## src/design/ema_ot_pkg.sv

```systemverilog
// Shared constants, types and elaboration-time functions of the occupancy threshold adjuster.
`timescale 1ns / 1ps

package ema_ot_pkg;

   // Field widths
   localparam int CNT_W      = 16;
   localparam int CAP_W      = 16;
   localparam int THR_W      = 32;
   localparam int AVG_W      = 23;
   localparam int FAC_W      = 17;
   localparam int TAB_W      = 17;
   localparam int FRAC_W     = 16;
   localparam int CSR_IDX_W  = 8;
   localparam int CSR_DATA_W = 32;

   // Internal datapath widths
   localparam int SUM_W   = 26;
   localparam int TVX_W   = 18;
   localparam int BOOST_W = 21;
   localparam int PROD_W  = THR_W + FAC_W;
   localparam int RND_W   = 33;

   localparam int TANH_DEPTH_DEF = 64;

   // Percent levels in Q7.16
   localparam logic [AVG_W-1:0] PCT_FULL  = 23'd6553600;
   localparam logic [AVG_W-1:0] PCT_70    = 23'd4587520;
   localparam logic [AVG_W-1:0] PCT_85    = 23'd5570560;
   localparam logic [AVG_W-1:0] PCT_95    = 23'd6225920;
   localparam logic [AVG_W-1:0] TREND_SAT = 23'd2621440;

   // Factors in Q16
   localparam logic [FAC_W-1:0] FAC_ONE  = 17'd65536;
   localparam logic [FAC_W-1:0] FAC_FALL = 17'd58982;

   // Reset values of registers and state
   localparam logic [CAP_W-1:0] CAP_RESET   = 16'd1024;
   localparam logic [THR_W-1:0] START_RESET = 32'd65536;
   localparam logic [THR_W-1:0] MIN_RESET   = 32'd0;
   localparam logic [THR_W-1:0] MAX_RESET   = 32'hFFFF_FFFF;
   localparam logic [THR_W-1:0] THR_RESET   = 32'd65536;

   // Reciprocal of five at 2^34 and of ten at 2^35, exact for 32-bit operands
   localparam logic [63:0] RECIP_TEN = 64'h0000_0000_CCCC_CCCD;

   typedef enum logic [CSR_IDX_W-1:0] {
      CSR_STORE_CAPACITY  = 8'd0,
      CSR_START_THRESHOLD = 8'd1,
      CSR_MIN_THRESHOLD   = 8'd2,
      CSR_MAX_THRESHOLD   = 8'd3
   } csr_index_type;

   typedef enum logic {
      OP_UPDATE  = 1'b0,
      OP_RESTART = 1'b1
   } op_type;

   typedef enum logic [4:0] {
      ST_IDLE,
      ST_DIV,
      ST_SUM,
      ST_AVG,
      ST_TREND,
      ST_SCALE,
      ST_POS,
      ST_TAB,
      ST_INTERP,
      ST_FAC,
      ST_BOOST,
      ST_BDIV,
      ST_MSTART,
      ST_MUL,
      ST_ROUND,
      ST_CLAMP,
      ST_OUT
   } state_type;

   // Divide by ten through the reciprocal
   function automatic logic [28:0] div10(input logic [31:0] x);
      logic [63:0] p;
      p = {32'd0, x} * RECIP_TEN;
      return p[63:35];
   endfunction

   // Divide by five through the reciprocal
   function automatic logic [29:0] div5(input logic [31:0] x);
      logic [63:0] p;
      p = {32'd0, x} * RECIP_TEN;
      return p[63:34];
   endfunction

   // Long division by shift and subtract, for table construction only
   function automatic logic [63:0] udiv64(input logic [63:0] num, input logic [63:0] den);
      logic [63:0] q;
      logic [63:0] r;
      int          k;
      q = '0;
      r = '0;
      for (k = 63; k >= 0; k--) begin
         r = {r[62:0], num[k]};
         if (r >= den) begin
            r    = r - den;
            q[k] = 1'b1;
         end
      end
      return q;
   endfunction

   // One tanh table entry in Q16: tanh(4*idx/depth) by the addition formula in Q30
   function automatic logic [TAB_W-1:0] tanh_entry(input int depth, input int idx);
      logic [63:0] h;
      logic [63:0] h2;
      logic [63:0] h3;
      logic [63:0] h5;
      logic [63:0] h7;
      logic [63:0] th;
      logic [63:0] t;
      logic [63:0] q30;
      int          k;
      q30 = 64'd1 << 30;
      h   = udiv64(64'd1 << 32, 64'(depth));
      h2  = (h * h) >> 30;
      h3  = (h2 * h) >> 30;
      h5  = (h3 * h2) >> 30;
      h7  = (h5 * h2) >> 30;
      th  = h - h3 / 64'd3 + (64'd2 * h5) / 64'd15 - (64'd17 * h7) / 64'd315;
      t   = '0;
      for (k = 0; k < idx; k++) begin
         t = udiv64((t + th) << 30, q30 + ((t * th) >> 30));
      end
      return TAB_W'((t + 64'd8192) >> 14);
   endfunction

endpackage

```

## src/design/ema_ot_div.sv

```systemverilog
// Bit-serial restoring divider: one quotient bit per cycle.
`timescale 1ns / 1ps

module ema_ot_div import ema_ot_pkg::*; #(
   parameter int DIVISOR_W = CAP_W,
   parameter int QUOT_W    = AVG_W
) (
   input  logic                 clock,
   input  logic                 reset,
   input  logic                 start,
   input  logic [DIVISOR_W-1:0] divisor,
   input  logic [DIVISOR_W-1:0] rem_init,
   input  logic [QUOT_W-1:0]    dividend,
   output logic                 done,
   output logic [QUOT_W-1:0]    quotient
);

   localparam int STEP_W = $clog2(QUOT_W + 1);

   logic                 busy_ff, busy_in;
   logic                 done_ff, done_in;
   logic [STEP_W-1:0]    step_ff, step_in;
   logic [DIVISOR_W-1:0] divisor_ff, divisor_in;
   logic [DIVISOR_W-1:0] rem_ff, rem_in;
   logic [QUOT_W-1:0]    quot_ff, quot_in;

   logic [DIVISOR_W:0]   trial;
   logic                 fits;

   // Bring down the next dividend bit and try the subtraction
   assign trial = {rem_ff, quot_ff[QUOT_W-1]};
   assign fits  = trial >= {1'b0, divisor_ff};

   always_comb begin
      busy_in    = busy_ff;
      done_in    = 1'b0;
      step_in    = step_ff;
      divisor_in = divisor_ff;
      rem_in     = rem_ff;
      quot_in    = quot_ff;
      if (start) begin
         busy_in    = 1'b1;
         step_in    = STEP_W'(QUOT_W);
         divisor_in = divisor;
         rem_in     = rem_init;
         quot_in    = dividend;
      end else if (busy_ff) begin
         rem_in  = fits ? DIVISOR_W'(trial - {1'b0, divisor_ff}) : trial[DIVISOR_W-1:0];
         quot_in = {quot_ff[QUOT_W-2:0], fits};
         step_in = step_ff - STEP_W'(1);
         if (step_ff == STEP_W'(1)) begin
            busy_in = 1'b0;
            done_in = 1'b1;
         end
      end
   end

   always_ff @(posedge clock) begin
      if (reset) begin
         busy_ff <= 1'b0;
         done_ff <= 1'b0;
         step_ff <= '0;
      end else begin
         busy_ff <= busy_in;
         done_ff <= done_in;
         step_ff <= step_in;
      end
   end

   always_ff @(posedge clock) begin
      divisor_ff <= divisor_in;
      rem_ff     <= rem_in;
      quot_ff    <= quot_in;
   end

   assign done     = done_ff;
   assign quotient = quot_ff;

endmodule

```

## config.mk

```make
export PLATFORM = sky130hd
export DESIGN_NAME = ema_ot_div
export DESIGN_NICKNAME = d
export VERILOG_FILES = /design/src/design/ema_ot_pkg.sv /design/src/design/ema_ot_div.sv
export SDC_FILE = /design/constraint.sdc
export NUM_CORES = 1
export LEC_CHECK = 0
export ABC_AREA = 1
export ABC_CLOCK_PERIOD_IN_PS = 5090
export BUFFER_PORTS_ARGS = -buffer_cell sky130_fd_sc_hd__buf_4
export CAP_MARGIN = 20
export CORE_ASPECT_RATIO = 1.5
export CORE_UTILIZATION = 45
export DETAILED_ROUTE_END_ITERATION = 12
export GPL_TIMING_DRIVEN = 0
export HOLD_SLACK_MARGIN = 0.02
export PLACE_DENSITY = 0.79
export SYNTH_ARGS = -nofsm -noshare
export SYNTH_HDL_FRONTEND = slang
export SYNTH_SLANG_ARGS = --single-unit
export TNS_END_PERCENT = 10
```

## constraint.sdc

```tcl
create_clock -name clock -period 5.09 [get_ports clock]
set_clock_uncertainty 0.1 [all_clocks]
set_input_delay 1.2725 -clock clock [delete_from_list [all_inputs] [get_ports clock]]
set_output_delay 1.2725 -clock clock [all_outputs]
set_load 0.005 [all_outputs]
```

**Word-level counts from Yosys, hierarchy flattened**

Cells that the tools add are included.

- Mux-type cells: 11
- Magnitude comparators: 1
- Add/sub/neg operators: 2
- Eq/ne operators: 1
- Reduce and logical (&&, ||, !) cells: 3
- Bitwise logic cells: 1

Operators by type and width:

| kind | count |
|---|---|
| 16-bit two-way mux | 3 |
| 23-bit two-way mux | 2 |
| 17-bit by 16-bit >= comparator with 1-bit output | 1 |
| 16-bit subtractor | 1 |
| 5-bit two-way mux | 2 |
| 5-bit by 1-bit equality test with 1-bit output, second input constant | 1 |
| 5-bit by 1-bit subtractor with 5-bit output, second input constant | 1 |
| 1-bit two-way mux | 4 |
| 3-bit OR reduction | 1 |
| 2-bit nonzero test | 1 |
| 2-bit OR reduction | 1 |
| 1-bit NOT | 1 |

- Register bits after elaboration: 62
- Logic and storage cells: 26

**Depth between registers and ports, before layout**

- Depth in word-level cells: 4
- Gate-level depth with buffers: 14

**Least setup slack after synthesis**

Ideal clock, no wire load.

- Path kind: in2reg
- Start: input port start
- End: register quot_ff[0], in the netlist quotient[0] (enable)
- Cell stages on the path: 3
- Arrival: 2.526 ns
- Setup time: 0.398 ns
- Slack: 2.066 ns
- Cells stage by stage: clkbuf_1 -> clkinv_1 -> nand2_1

- Word-level cells in the longest chain between the ends: 1

RTL lines:

| element | line | RTL |
|---|---|---|
| start: declaration | ema_ot_div.sv:10 | `input logic start,` |
| 2-bit nonzero test (no source line) | n/a |  |
| end signal: assignment | ema_ot_div.sv:73 | `quot_ff <= quot_in;` |
| end: declaration | ema_ot_div.sv:25 | `logic [QUOT_W-1:0] quot_ff, quot_in;` |

Every way passes these cells.
A chain may end at the register's enable or synchronous reset.

**Worst setup path after layout**

- Start: input port start
- End: register step_ff[1]

- Word-level cells in the longest chain between the ends: 1
- Elaborated cells on any way between the ends: 2
- Those cells by class: mux: 1; reduce/logical: 1

RTL lines:

| element | line | RTL |
|---|---|---|
| 5-bit two-way mux / 2-bit nonzero test (equally long branches) | n/a |  |
| end signal: assignment | ema_ot_div.sv:66 | `step_ff <= step_in;` |
| end: declaration | ema_ot_div.sv:22 | `logic [STEP_W-1:0] step_ff, step_in;` |

Parallel ways exist; a longest one is shown, timed or not.

==> results_dict.tcl <==
set metrics [dict create \
    track_usage_pct 22.4 \
    die_area_um2 9010 \
    critPathSlowestCell "nand2_2" \
    fin_area_um2 4930 \
    synthAdderAreaFrac_pct 6.31 \
    antenna_found_initial 0 \
    yosysSeqAreaShare_pct 46.1 \
    grt_pass1_vias 3411 \
    die_height_um 116 \
    hold_slack_ns 0.389 \
    cap_violations 0 \
    path_cells "buf_4 -> clkbuf_1 -> clkinv_1 -> nand2_2 -> o21ai_0 -> a31oi_1" \
    cts-hold-fix-buffers 0 \
    ctsResizeCount 0 \
    rrSetupSlack_ns 2.56 \
    leakagePower_uw 0.00252 \
    yosysWarnings 0 \
    p_total_uw 1990 \
    insertedDiodeCount 0 \
    coreArea_um2 8410 \
    mostFrequentLayoutCells "nand2_1 (192), buf_4 (83), inv_1 (73)" \
    ys_ff_latch 62 \
    hold_viol 0 \
    yosys_most_used_dff "edfxtp_1" \
    path_max_fanout 41 \
    startpoint_type "input pin" \
    finalSetupTns_ns 0 \
    synth_edf_count 55 \
    min-delay-path-class "reg -> reg" \
    path_clk_slew_ns 0.05 \
    drive_gt1_share_pct 22.1 \
    h-tree-depth 3 \
    hpwl_mm 7.23 \
    powerDensity_nw_per_um2 404 \
    drt-total-wl_mm 9.31 \
    synth_compound_area_share_pct 2.42 \
    grt_overflow 0 \
    placed_area_um2 4630 \
    async_flop_share_pct 0 \
    min_period_ns 3.15 \
    synth_area_um2 3880 \
    path_class "in -> reg" \
    syn_area_per_cell_um2 7.96 \
    place_congestion 0.929 \
    postRouteAntennaNets 0 \
    fin_crit_sh_pct 61.9 \
    worst_ep_required_time_ns 5.25 \
    io_buffers 81 \
    avgRoutedWirePerCell_um 13.5 \
    slowest_delay_ns 0.78 \
    worstPathArrival_ns 3.31 \
    final_util_pct 58.6 \
    root_buffer "clkbuf_16" \
    maxSlewHeadroom_pct 38.1 \
    drtIter0Drc 150 \
    grt_pass1_wl_mm 15.4 \
    initial_core_util_pct 46.2 \
    ir_drop_mv 0.307 \
    syn_nets 565 \
    cts_sinks 62 \
    numCtsBuffers 9 \
    synthSimpleGateAreaFrac_pct 34.5 \
    cts_tree "done" \
    synth_top_family_by_area "simple AND/OR/NAND/NOR gates" \
    fin_nets 657 \
    viasPerCell 4.92 \
    grt_max_degree 42 \
    syn_to_final_growth_pct 27.0 \
    clock_latency_ns 0.33 \
    boundaryPins 82 \
    syn_inst 488 \
    rows 41 \
    ctsLongestPathBuffers 2 \
    drc 0 \
    num_vias 3398 \
    synthMuxAreaShare_pct 0 \
    run_status "finished clean" \
    synth_xor_area_share_pct 1.58 \
    rsz0062_at_grt "no" \
    max_freq_ghz 0.318 \
    drv_slew 0 \
    end_kind "flop" \
    ys_types 32 \
    worstMarginPinSlew_ns 0.925 \
    final_common_cell "nand2_1" \
    cts_setup_buffers 0 \
    setup_viol_count_final 0 \
    die_w_um 77.9 \
    first_pass_iters 4 \
]
## sequential cells by signal, indices dropped and copies added, names as in the netlist
signal      flops
divisor_ff     16
rem_ff         16
busy_ff         1
done            1
quotient       23
step_ff         5
## stage by stage
step	setup WS, ns	std cells
2_1_floorplan	2.07	488
3_3_place_gp	1.10	676
3_5_place_dp	1.61	676
4_1_cts	1.92	691
5_1_grt	1.69	691
6_report	1.94	691
## path summary, 6_finish.rpt
check,startpoint,endpoint,cells after the start
hold / removal,step_ff[4]$_SDFFE_PP0P_,step_ff[4]$_SDFFE_PP0P_,2
hold reg to reg,step_ff[4]$_SDFFE_PP0P_,step_ff[4]$_SDFFE_PP0P_,2
setup reg to reg,quotient[22]$_DFFE_PP_,rem_ff[14]$_DFFE_PP_,14
setup / recovery,start,step_ff[1]$_SDFFE_PP0P_,6
## metal layers
metal,part of all wire (%),track usage [%]
met3,4.6,3.86
met2,54,41.7
met1,38,23.9
met4,3.2,12.2
met5,0,0
## power by group
part / leakage, µW / internal [µW] / total [µW] / switching [µW]
registers: 0.000613 / 642 / 677 / 35.3
logic: 0.00177 / 275 / 687 / 412
clock network: 0.000144 / 422 / 629 / 207
## cell type report
type / count / area [µm²]
Fill cell: 719 / 3480
Sequential cell: 62 / 1790
Multi-Input combinational cell: 339 / 1740
Timing Repair Buffer: 81 / 608
Inverter: 75 / 282
Clock buffer: 10 / 229
Tap cell: 107 / 134
Clock inverter: 5 / 75.1
Buffer: 12 / 71.3
## cell usage after synthesis (2+ instances only)
master / instances / area (µm²)
buf_2: 2 / 10.0
nand3b_1: 12 / 90.1
clkbuf_1: 7 / 26.3
inv_1: 73 / 274
nor2_4: 3 / 33.8
edfxtp_1: 55 / 1650
xnor2_1: 6 / 52.6
nand3_2: 3 / 30.0
dfxtp_1: 7 / 140
buf_4: 2 / 15.0
o21ai_0: 6 / 30.0
nor2_1: 14 / 52.6
nand2_1: 193 / 724
nand3_1: 36 / 180
ha_1: 18 / 225
nor2_2: 4 / 25.0
nand4_1: 4 / 25.0
a21oi_1: 10 / 50.1
nand2_2: 16 / 100
nor3_1: 4 / 20.0
nand2_4: 2 / 22.5
## worst max-delay path: cells and delay by family
| family | cells | cell delay, ns |
|---|---|---|
| buffers and inverters | 3 | 0.88 |
| AND/OR/NAND/NOR | 1 | 0.78 |
| AO/OA/AOI/OAI | 2 | 0.36 |
## cell families (layout without fill, tap and decap cells)
family | after synthesis | count (layout)
AOI/OAI and AO/OA | 18 | 18
xor gates and xnor gates | 7 | 7
adders and majority gates | 19 | 19
buffers and inverters | 87 | 183
DFF | 62 | 62
and+or+nand+nor | 295 | 295
No activity file was read; power rests on OpenSTA's default activity.
