<file path="src/design/ema_ot_pkg.sv">
// Shared constants, types and elaboration-time functions of the occupancy threshold adjuster.
`timescale 1ns / 1ps

package ema_ot_pkg;

   // Field widths
   localparam int CNT_W      = 16;
   localparam int CAP_W      = 16;
   localparam int THR_W      = 32;
   localparam int AVG_W      = 23;
   localparam int FAC_W      = 17;
   localparam int TAB_W      = 17;
   localparam int FRAC_W     = 16;
   localparam int CSR_IDX_W  = 8;
   localparam int CSR_DATA_W = 32;

   // Internal datapath widths
   localparam int SUM_W   = 26;
   localparam int TVX_W   = 18;
   localparam int BOOST_W = 21;
   localparam int PROD_W  = THR_W + FAC_W;
   localparam int RND_W   = 33;

   localparam int TANH_DEPTH_DEF = 64;

   // Percent levels in Q7.16
   localparam logic [AVG_W-1:0] PCT_FULL  = 23'd6553600;
   localparam logic [AVG_W-1:0] PCT_70    = 23'd4587520;
   localparam logic [AVG_W-1:0] PCT_85    = 23'd5570560;
   localparam logic [AVG_W-1:0] PCT_95    = 23'd6225920;
   localparam logic [AVG_W-1:0] TREND_SAT = 23'd2621440;

   // Factors in Q16
   localparam logic [FAC_W-1:0] FAC_ONE  = 17'd65536;
   localparam logic [FAC_W-1:0] FAC_FALL = 17'd58982;

   // Reset values of registers and state
   localparam logic [CAP_W-1:0] CAP_RESET   = 16'd1024;
   localparam logic [THR_W-1:0] START_RESET = 32'd65536;
   localparam logic [THR_W-1:0] MIN_RESET   = 32'd0;
   localparam logic [THR_W-1:0] MAX_RESET   = 32'hFFFF_FFFF;
   localparam logic [THR_W-1:0] THR_RESET   = 32'd65536;

   // Reciprocal of five at 2^34 and of ten at 2^35, exact for 32-bit operands
   localparam logic [63:0] RECIP_TEN = 64'h0000_0000_CCCC_CCCD;

   typedef enum logic [CSR_IDX_W-1:0] {
      CSR_STORE_CAPACITY  = 8'd0,
      CSR_START_THRESHOLD = 8'd1,
      CSR_MIN_THRESHOLD   = 8'd2,
      CSR_MAX_THRESHOLD   = 8'd3
   } csr_index_type;

   typedef enum logic {
      OP_UPDATE  = 1'b0,
      OP_RESTART = 1'b1
   } op_type;

   typedef enum logic [4:0] {
      ST_IDLE,
      ST_DIV,
      ST_SUM,
      ST_AVG,
      ST_TREND,
      ST_SCALE,
      ST_POS,
      ST_TAB,
      ST_INTERP,
      ST_FAC,
      ST_BOOST,
      ST_BDIV,
      ST_MSTART,
      ST_MUL,
      ST_ROUND,
      ST_CLAMP,
      ST_OUT
   } state_type;

   // Divide by ten through the reciprocal
   function automatic logic [28:0] div10(input logic [31:0] x);
      logic [63:0] p;
      p = {32'd0, x} * RECIP_TEN;
      return p[63:35];
   endfunction

   // Divide by five through the reciprocal
   function automatic logic [29:0] div5(input logic [31:0] x);
      logic [63:0] p;
      p = {32'd0, x} * RECIP_TEN;
      return p[63:34];
   endfunction

   // Long division by shift and subtract, for table construction only
   function automatic logic [63:0] udiv64(input logic [63:0] num, input logic [63:0] den);
      logic [63:0] q;
      logic [63:0] r;
      int          k;
      q = '0;
      r = '0;
      for (k = 63; k >= 0; k--) begin
         r = {r[62:0], num[k]};
         if (r >= den) begin
            r    = r - den;
            q[k] = 1'b1;
         end
      end
      return q;
   endfunction

   // One tanh table entry in Q16: tanh(4*idx/depth) by the addition formula in Q30
   function automatic logic [TAB_W-1:0] tanh_entry(input int depth, input int idx);
      logic [63:0] h;
      logic [63:0] h2;
      logic [63:0] h3;
      logic [63:0] h5;
      logic [63:0] h7;
      logic [63:0] th;
      logic [63:0] t;
      logic [63:0] q30;
      int          k;
      q30 = 64'd1 << 30;
      h   = udiv64(64'd1 << 32, 64'(depth));
      h2  = (h * h) >> 30;
      h3  = (h2 * h) >> 30;
      h5  = (h3 * h2) >> 30;
      h7  = (h5 * h2) >> 30;
      th  = h - h3 / 64'd3 + (64'd2 * h5) / 64'd15 - (64'd17 * h7) / 64'd315;
      t   = '0;
      for (k = 0; k < idx; k++) begin
         t = udiv64((t + th) << 30, q30 + ((t * th) >> 30));
      end
      return TAB_W'((t + 64'd8192) >> 14);
   endfunction

endpackage

</file>
<file path="src/design/ema_ot_mul.sv">
// Bit-serial shift-and-add multiplier: one multiplier bit per cycle, MSB first.
`timescale 1ns / 1ps

module ema_ot_mul import ema_ot_pkg::*; #(
   parameter int A_W = THR_W,
   parameter int B_W = FAC_W
) (
   input  logic               clock,
   input  logic               reset,
   input  logic               start,
   input  logic [A_W-1:0]     a,
   input  logic [B_W-1:0]     b,
   output logic               done,
   output logic [A_W+B_W-1:0] product
);

   localparam int P_W    = A_W + B_W;
   localparam int STEP_W = $clog2(B_W + 1);

   logic              busy_ff, busy_in;
   logic              done_ff, done_in;
   logic [STEP_W-1:0] step_ff, step_in;
   logic [A_W-1:0]    a_ff, a_in;
   logic [B_W-1:0]    b_ff, b_in;
   logic [P_W-1:0]    acc_ff, acc_in;

   always_comb begin
      busy_in = busy_ff;
      done_in = 1'b0;
      step_in = step_ff;
      a_in    = a_ff;
      b_in    = b_ff;
      acc_in  = acc_ff;
      if (start) begin
         busy_in = 1'b1;
         step_in = STEP_W'(B_W);
         a_in    = a;
         b_in    = b;
         acc_in  = '0;
      end else if (busy_ff) begin
         // Double the partial sum and add the multiplicand under the top bit
         acc_in  = {acc_ff[P_W-2:0], 1'b0} + (b_ff[B_W-1] ? P_W'(a_ff) : '0);
         b_in    = {b_ff[B_W-2:0], 1'b0};
         step_in = step_ff - STEP_W'(1);
         if (step_ff == STEP_W'(1)) begin
            busy_in = 1'b0;
            done_in = 1'b1;
         end
      end
   end

   always_ff @(posedge clock) begin
      if (reset) begin
         busy_ff <= 1'b0;
         done_ff <= 1'b0;
         step_ff <= '0;
      end else begin
         busy_ff <= busy_in;
         done_ff <= done_in;
         step_ff <= step_in;
      end
   end

   always_ff @(posedge clock) begin
      a_ff   <= a_in;
      b_ff   <= b_in;
      acc_ff <= acc_in;
   end

   assign done    = done_ff;
   assign product = acc_ff;

endmodule

</file>
<file path="config.mk">
export PLATFORM = sky130hd
export DESIGN_NAME = ema_ot_mul
export DESIGN_NICKNAME = d
export VERILOG_FILES = /design/src/design/ema_ot_pkg.sv /design/src/design/ema_ot_mul.sv
export SDC_FILE = /design/constraint.sdc
export NUM_CORES = 1
export LEC_CHECK = 0
export BUFFER_PORTS_ARGS = -buffer_cell sky130_fd_sc_hd__buf_2
export CORE_MARGIN = 2
export CORE_UTILIZATION = 57
export DETAILED_ROUTE_END_ITERATION = 8
export PLACE_DENSITY = 0.81
export SLEW_MARGIN = 20
export SYNTH_ARGS = -nofsm -noshare
export SYNTH_HDL_FRONTEND = slang
export SYNTH_SLANG_ARGS = --single-unit
</file>
<file path="constraint.sdc">
create_clock -name clock -period 3.5 [get_ports clock]
set_input_delay 0.35 -clock clock [delete_from_list [all_inputs] [get_ports clock]]
set_output_delay 0.35 -clock clock [all_outputs]
set_load 0.01 [all_outputs]
</file>
Word-level counts from Yosys, hierarchy flattened
Index checks and enable logic that the tools add are counted.

Logic and storage cells: 23. Flip-flop bits (word level): 105. Input port bits: 52.

Reduce and logical (&&, ||, !) cells: 3. Bitwise operators: 1. Equality and inequality tests: 1. Muxes and demuxes: 9. Add/sub/neg operators: 2.

Operators with widths (count): adder 49 x 32 -> 49 bit (1); two-way mux 17 bit (2); two-way mux 32 bit (1); two-way mux 5 bit (2); equality test 5 x 1 -> 1 bit (second input constant) (1); subtractor 5 x 1 -> 5 bit (second input constant) (1); two-way mux 1 bit (4); OR reduction 3 bit (1); nonzero test 2 bit (1); OR reduction 2 bit (1); NOT 1 bit (1).

Longest topological paths before layout
Gate-level depths: netlist (run 1).

Depth in word-level cells: 4. Depth in mapped cells: 12. Mapped depth without buffers: 11.

Worst setup path before layout (run 1)
OpenSTA, ideal clock, no wires.

Path type: register -> register. Start point: register b_ff[16]. End point: register acc_ff[47], in the netlist product[47]. Arrival time: 2.815 ns. Clock period less this slack: 2.919 ns. Cell stages (with the launch flop): 13. Required time: 3.397 ns. Slack: 0.581 ns. Cells stage by stage: edfxtp_1 > clkbuf_1 > and2_1 > ha_1 > fa_1 > a21o_1 > nand4_1 > a2111oi_2 > o31a_2 > nor3_4 > nor2_2 > and3_4 > a2111oi_2.

Longest elaborated chain between the ends: 2.

RTL lines: start: declaration (line ema_ot_mul.sv:24) `logic [B_W-1:0] b_ff, b_in;`; start signal: assignment (line ema_ot_mul.sv:66) `b_ff <= b_in;`; two-way mux 32 bit (line ema_ot_mul.sv:42) `acc_in = {acc_ff[P_W-2:0], 1'b0} + (b_ff[B_W-1] ? P_W'(a_ff) : '0);`; adder 49 x 32 -> 49 bit (line ema_ot_mul.sv:42); end signal: assignment (line ema_ot_mul.sv:67) `acc_ff <= acc_in;`; end: declaration (line ema_ot_mul.sv:25) `logic [P_W-1:0] acc_ff, acc_in;`.

No other way between the ends. A chain may end at the register's enable or synchronous reset.

Worst setup path in the final report (run 1)
Same ends and word-level chain as after synthesis.

==> results of run 1 <==
==> power breakdown <==
group	internal [mW]	total, mW	switching (mW)
Clock	0.265	0.695	0.430
Combinational	0.254	0.590	0.336
Sequential	1.39	1.45	0.0665
==> logic make-up (layout without fill, tap and decap cells) <==
group,count (synthesis),count (layout),synth area share (%)
AO/OA/AOI/OAI,151,151,17.4
adder cells (fa/ha/maj),34,34,7.20
flip-flops,105,105,43.1
buffers and inverters,35,134,2.39
AND/OR/NAND/NOR,236,236,19.6
XOR/XNOR,33,33,4.81
multiplexers,31,31,5.50
==> per-stage QoR <==
step	std cells	util [%]
global placement	840	64.4
finish	860	66.6
floorplan	625	-
global route	860	66.6
detailed placement	840	64.4
CTS	856	66.0
==> critical path: stages, from the launching register on <==
cell	delay, ns
edfxtp_1	0.51
buf_4	0.23
and2_1	0.15
ha_1	0.37
a21oi_2	0.22
o21ai_0	0.12
o2111a_1	0.27
o31a_2	0.40
nor3_4	0.34
nor2_2	0.09
a311oi_1	0.36
a2111oi_2	0.08
==> flip-flops by register name, indices dropped and copies added, names as in the netlist <==
name and count:
busy_ff 1, a_ff 32, done 1, product 49, step_ff 5, b_ff 17
==> repair_timing <==
item,CTS,global route
setup buffers,0,4
hold endpoints to repair,0,0
setup endpoints to repair,0,9
resized for setup,0,6
==> cell type report <==
cell class	instances	area, um^2
tap	136	170
sequential	105	2590
fill	846	3430
clock inverter	5	38.8
clock buffer	11	131
multi-input combinational	485	3300
timing repair buffer	111	583
inverter	7	26.3
==> layout by cell type, fill, tap and decap left out, types with 3 or more instances in the layout <==
cell type  instances
a2111oi_2          6
dfxtp_1           55
nand2_1           59
and2_1            36
buf_4             11
xnor2_1           18
clkbuf_8           9
ha_1              30
o21bai_1           3
nand3_1           10
nor2_1            63
mux2_2            16
nand4_1           10
or3_1              4
a31oi_1            5
xor2_1            15
a21o_1            19
inv_1              7
nor3_1            21
nand2b_1           9
mux2i_1           15
o21ai_1            6
edfxtp_1          49
ha_2               3
buf_2            100
and3_1            10
a211oi_1           9
o21ai_0           32
a21oi_1           39
==> per-layer routing <==
layer	GRT usage (%)	routed length [um]	vias to the layer above
li1	-	-	2474
met1	32.0	6170	2391
met2	43.0	6730	148
met3	6.20	784	22
met4	9.18	276	0
met5	0	0	-
==> path summary, 6_finish.rpt <==
check / start / endpoint / slack, ns / cells after the start
worst max-delay path: b_ff[16] / product[47] / 0.23 / 11
worst min-delay path: a[31] / a_ff[31] / 0.12 / 1
worst max register to register: b_ff[16] / product[47] / 0.23 / 11
worst min register to register: product[29] / product[29] / 0.47 / 2
==> flow_metrics.tcl, run 1 <==
set metrics [dict create \
    fmax_ghz 0.306 \
    clkSinkCount 105 \
    holdBufCountCts 0 \
    cp_data_required_time_ns 3.77 \
    area_growth_pct 13.9 \
    leakagePower_nw 2.88 \
    syn_nets 711 \
    io_buffers 101 \
    grt_max_degree 52 \
    cts_buffer_depth 2 \
    die_y_um 107 \
    die_width_um 107 \
    min_period_over_period_pct 93.4 \
    relSlewSlack_pct 53.6 \
    start_kind "flop" \
    setup-tns-final_ns 0 \
    postPlaceCellArea_um2 6620 \
    path_max_fanout 15 \
    antenna_left 0 \
    maxSlewViolCount 0 \
    dpl.hpwl_um 10100 \
    grt-ovfl-total 0 \
    rows 37 \
    synth_edf_count 49 \
    final-hold-violation-count 0 \
    synth.most_common_cell "nor2_1" \
    grt_setup_unrepaired "no" \
    layout.nets 805 \
    pin_count 102 \
    wl_um 14000 \
    syn_area_per_cell_um2 9.62 \
    synth_cell_types 65 \
    vias_per_cell 5.85 \
    synthTopCellsByArea "edfxtp_1 (24%), dfxtp_1 (19%), ha_1 (6.9%), nor2_1 (3.9%), and2_1 (3.7%)" \
    synth_top_area_cell "edfxtp_1" \
    cts_inserted_buffers 9 \
    ys_ff_latch 105 \
    core_area_um2 10300 \
    ys_seq_area_share_pct 43.1 \
    fin_ws_ns 0.230 \
    start_util_pct 58.5 \
    drive_above_1_share_pct 22.8 \
    power_density_nw_per_um2 400 \
    critical_path_class "flop to flop" \
    setup_viol 0 \
    via_count 5035 \
    power_mw 2.74 \
    tritoncts "built" \
    tightestPinTransition_ns 0.696 \
    drt_pass1_iterations 5 \
    skew_ns 0.0218 \
    htreeDepth 3 \
    yosysTopAreaCellShare_pct 24.5 \
    n_antenna_cell 0 \
    dr.first_iter.drc_count 273 \
    grt_use_total_pct 25.6 \
    status "finished clean" \
    die_area_um2 11400 \
    hold-worst-slack_ns 0.121 \
    clk_latency_ns 0.40 \
    place.gp.congestion 0.947 \
    period_minus_slack_ns 3.27 \
    ir_worst_vdd_mv 0.358 \
    final_cell_area_um2 6840 \
    yosys_warnings 0 \
    worstPathArrival_ns 3.54 \
    end_kind "flop" \
    dp_slack_ns 0.199 \
    cts.clk_slew.worst_paths_ns 0.11 \
    ys.flop_type "dfxtp_1" \
    synthCells 625 \
    avgRoutedWirePerCell_um 16.2 \
    drc 0 \
    synthArstFlopShare_pct 0 \
    synth_area_um2 6010 \
    min_path_type "input pin to flop" \
    grt_pass1_vias 4968 \
    antenna_found_initial 0 \
    cap_viol_max_count 0 \
    yosys-top-cells-count "nor2_1 (63), nand2_1 (59), dfxtp_1 (56)" \
    clockRootBuffer "clkbuf_8" \
    grt_pass1_wl_um 23300 \
]
(Power assumes the default switching activity.)
==> run 2, diff against run 1 <==
Settings changed: BUFFER_PORTS_ARGS -buffer_cell sky130_fd_sc_hd__buf_2 to not set, CORE_MARGIN 2 to not set, CORE_UTILIZATION 57 to 64, DONT_BUFFER_PORTS set to 1, GPL_ROUTABILITY_DRIVEN set to 1, PLACE_DENSITY 0.81 to 0.8.
==> flow_metrics.tcl, run 2 (synthesized netlist as in run 1, its figures left out) <==
set metrics [dict create \
    min_period_over_period_pct 93.1 \
    cts.clk_slew.worst_paths_ns 0.10 \
    avgRoutedWirePerCell_um 17.6 \
    dr.first_iter.drc_count 188 \
    critical_path_buf_inv_count 1 \
    pin_count 102 \
    min_path_type "input pin to flop" \
    tritoncts "built" \
    largest_reg_flops 49 \
    cp_data_required_time_ns 3.74 \
    via_count 4643 \
    relSlewSlack_pct 57.2 \
    combPwrFrac_pct 18.1 \
    core_area_um2 8890 \
    die_area_um2 9780 \
    setup_viol 0 \
    worstPathArrival_ns 3.50 \
    seq_power_share_pct 56.2 \
    vias_per_cell 6.38 \
    maxSlewViolCount 0 \
    wl_um 12800 \
    crit_end "product[29]" \
    clkSinkCount 105 \
    p_switching_mw 0.774 \
    mostFrequentLayoutCells "nor2_1 (63), nand2_1 (59), dfxtp_1 (55)" \
    cp-startpoint "b_ff[16]" \
    start_util_pct 67.6 \
    cts_setup_buffers 0 \
    area_growth_pct 4.10 \
    period_minus_slack_ns 3.26 \
    rows 34 \
    tightestPinTransition_ns 0.641 \
    io_buffers 0 \
    status "finished clean" \
    crit_cells 12 \
    p_sw_share_pct 29.5 \
    antenna_found_initial 0 \
    r2r_setup_slack_ns 0.24 \
    grt-ovfl-total 0 \
    cts_buffer_depth 2 \
    die_y_um 98.9 \
    ir_worst_vdd_mv 0.355 \
    grt_pass1_vias 4406 \
    grt_setup_unrepaired "no" \
    end_kind "flop" \
    p_int_mw 1.85 \
    leakagePower_nw 2.40 \
    final-hold-violation-count 0 \
    skew_ns 0.0172 \
    layout.nets 701 \
    drive_above_1_share_pct 9.35 \
    setup-tns-final_ns 0 \
    power_density_nw_per_um2 419 \
    final_common_cell "nor2_1" \
    critical_path_class "flop to flop" \
    cap_viol_max_count 0 \
    start_kind "flop" \
    antenna_left 0 \
    crit_family "compound AO/OA/AOI/OAI gates" \
    grt_max_degree 92 \
    path_cells "buf_4 -> and2_1 -> ha_1 -> fa_1 -> a21o_1 -> a311o_1 -> a32oi_1 -> a21oi_1 -> a211oi_2 -> a31oi_1 -> xnor2_1 -> o21ai_1" \
    power_frac_clock_pct 25.7 \
    grt_use_total_pct 27.5 \
    die_width_um 98.9 \
    fmax_ghz 0.307 \
    htreeDepth 3 \
    reg2reg_depth 12 \
    path_max_fanout 10 \
    clk_latency_ns 0.38 \
    drt_pass1_iterations 4 \
    clockRootBuffer "clkbuf_8" \
    place.gp.congestion 0.949 \
    cpMaxStageDelayCell "fa_1" \
    grt_pass1_wl_um 21100 \
    n_antenna_cell 0 \
    critPathMaxStageDelay_ns 0.42 \
    power_mw 2.62 \
    cts_inserted_buffers 9 \
    drc 0 \
    dpl.hpwl_um 9090 \
    r2r_start "b_ff[16]" \
    r2r-end "product[29]" \
]
## run 2: changes by cell type in the layout (fill, tap and decap cells not counted), moves of 3 or more
cell   delta
buf_4     -5
ha_2      -3
buf_2   -100
ha_1      +3
## run 2: per-stage QoR
stage | cells | hold WS, ns | cell area, um^2 | setup WS [ns] | utilization [%]
global placement | 711 | 0.423 | 6070 | 0.419 | 68.3
detailed placement | 711 | 0.421 | 6070 | 0.309 | 68.3
finish | 728 | 0.0185 | 6260 | 0.242 | 70.4
floorplan | 625 | 0.422 | 6010 | 0.581 | -
CTS | 727 | 0.00349 | 6240 | 0.268 | 70.2
global route | 728 | 0.00147 | 6260 | 0.0321 | 70.4
## run 2: final cells by class
| class | instances | area [um^2] |
|---|---|---|
| inverter | 7 | 26.3 |
| multi-input combinational | 485 | 3280 |
| clock inverter | 6 | 42.5 |
| clock buffer | 10 | 128 |
| fill | 687 | 2640 |
| tap | 108 | 135 |
| sequential | 105 | 2590 |
| timing repair buffer | 7 | 55.1 |
## run 2: power groups by stage
stage          registers [mW]  clock network (mW)  logic (mW)
2_1_floorplan            1.47                   0       0.401
3_3_place_gp             1.50                   0       0.454
3_5_place_dp             1.50                   0       0.469
4_1_cts                  1.48               0.689       0.471
5_1_grt                  1.49               0.732       0.532
6_report                 1.47               0.674       0.475
## run 2: worst register-to-register path, delay by kind of cell (launching register included)
family | cells | cell delay, ns
flops | 1 | 0.41
xor+xnor | 1 | 0.15
fa+ha+maj | 2 | 0.64
simple gates | 1 | 0.15
compound gates | 7 | 1.59
buf+inv | 1 | 0.18
## run 2: what timing repair did
item,in CTS,in global routing
gates resized for setup,0,2
hold endpoints to repair,0,1
setup endpoints to repair,0,3
hold buffers,0,1
## run 2: worst min path at each step
stage | startpoint | cells past startpoint | end
after floorplan | reset | 1 | busy_ff
after global placement | reset | 1 | busy_ff
after detailed placement | reset | 1 | busy_ff
after CTS | reset | 1 | step_ff[0]
after global routing | reset | 1 | step_ff[4]
final | reset | 1 | step_ff[0]
## run 2: per-layer routing
layer / global-route usage (%) / vias up / wire length (um)
li1: - / 2267 / -
met1: 33.9 / 2185 / 5540
met2: 43.7 / 168 / 6050
met3: 9.50 / 23 / 954
met4: 11.8 / 0 / 252
met5: 0 / - / 0
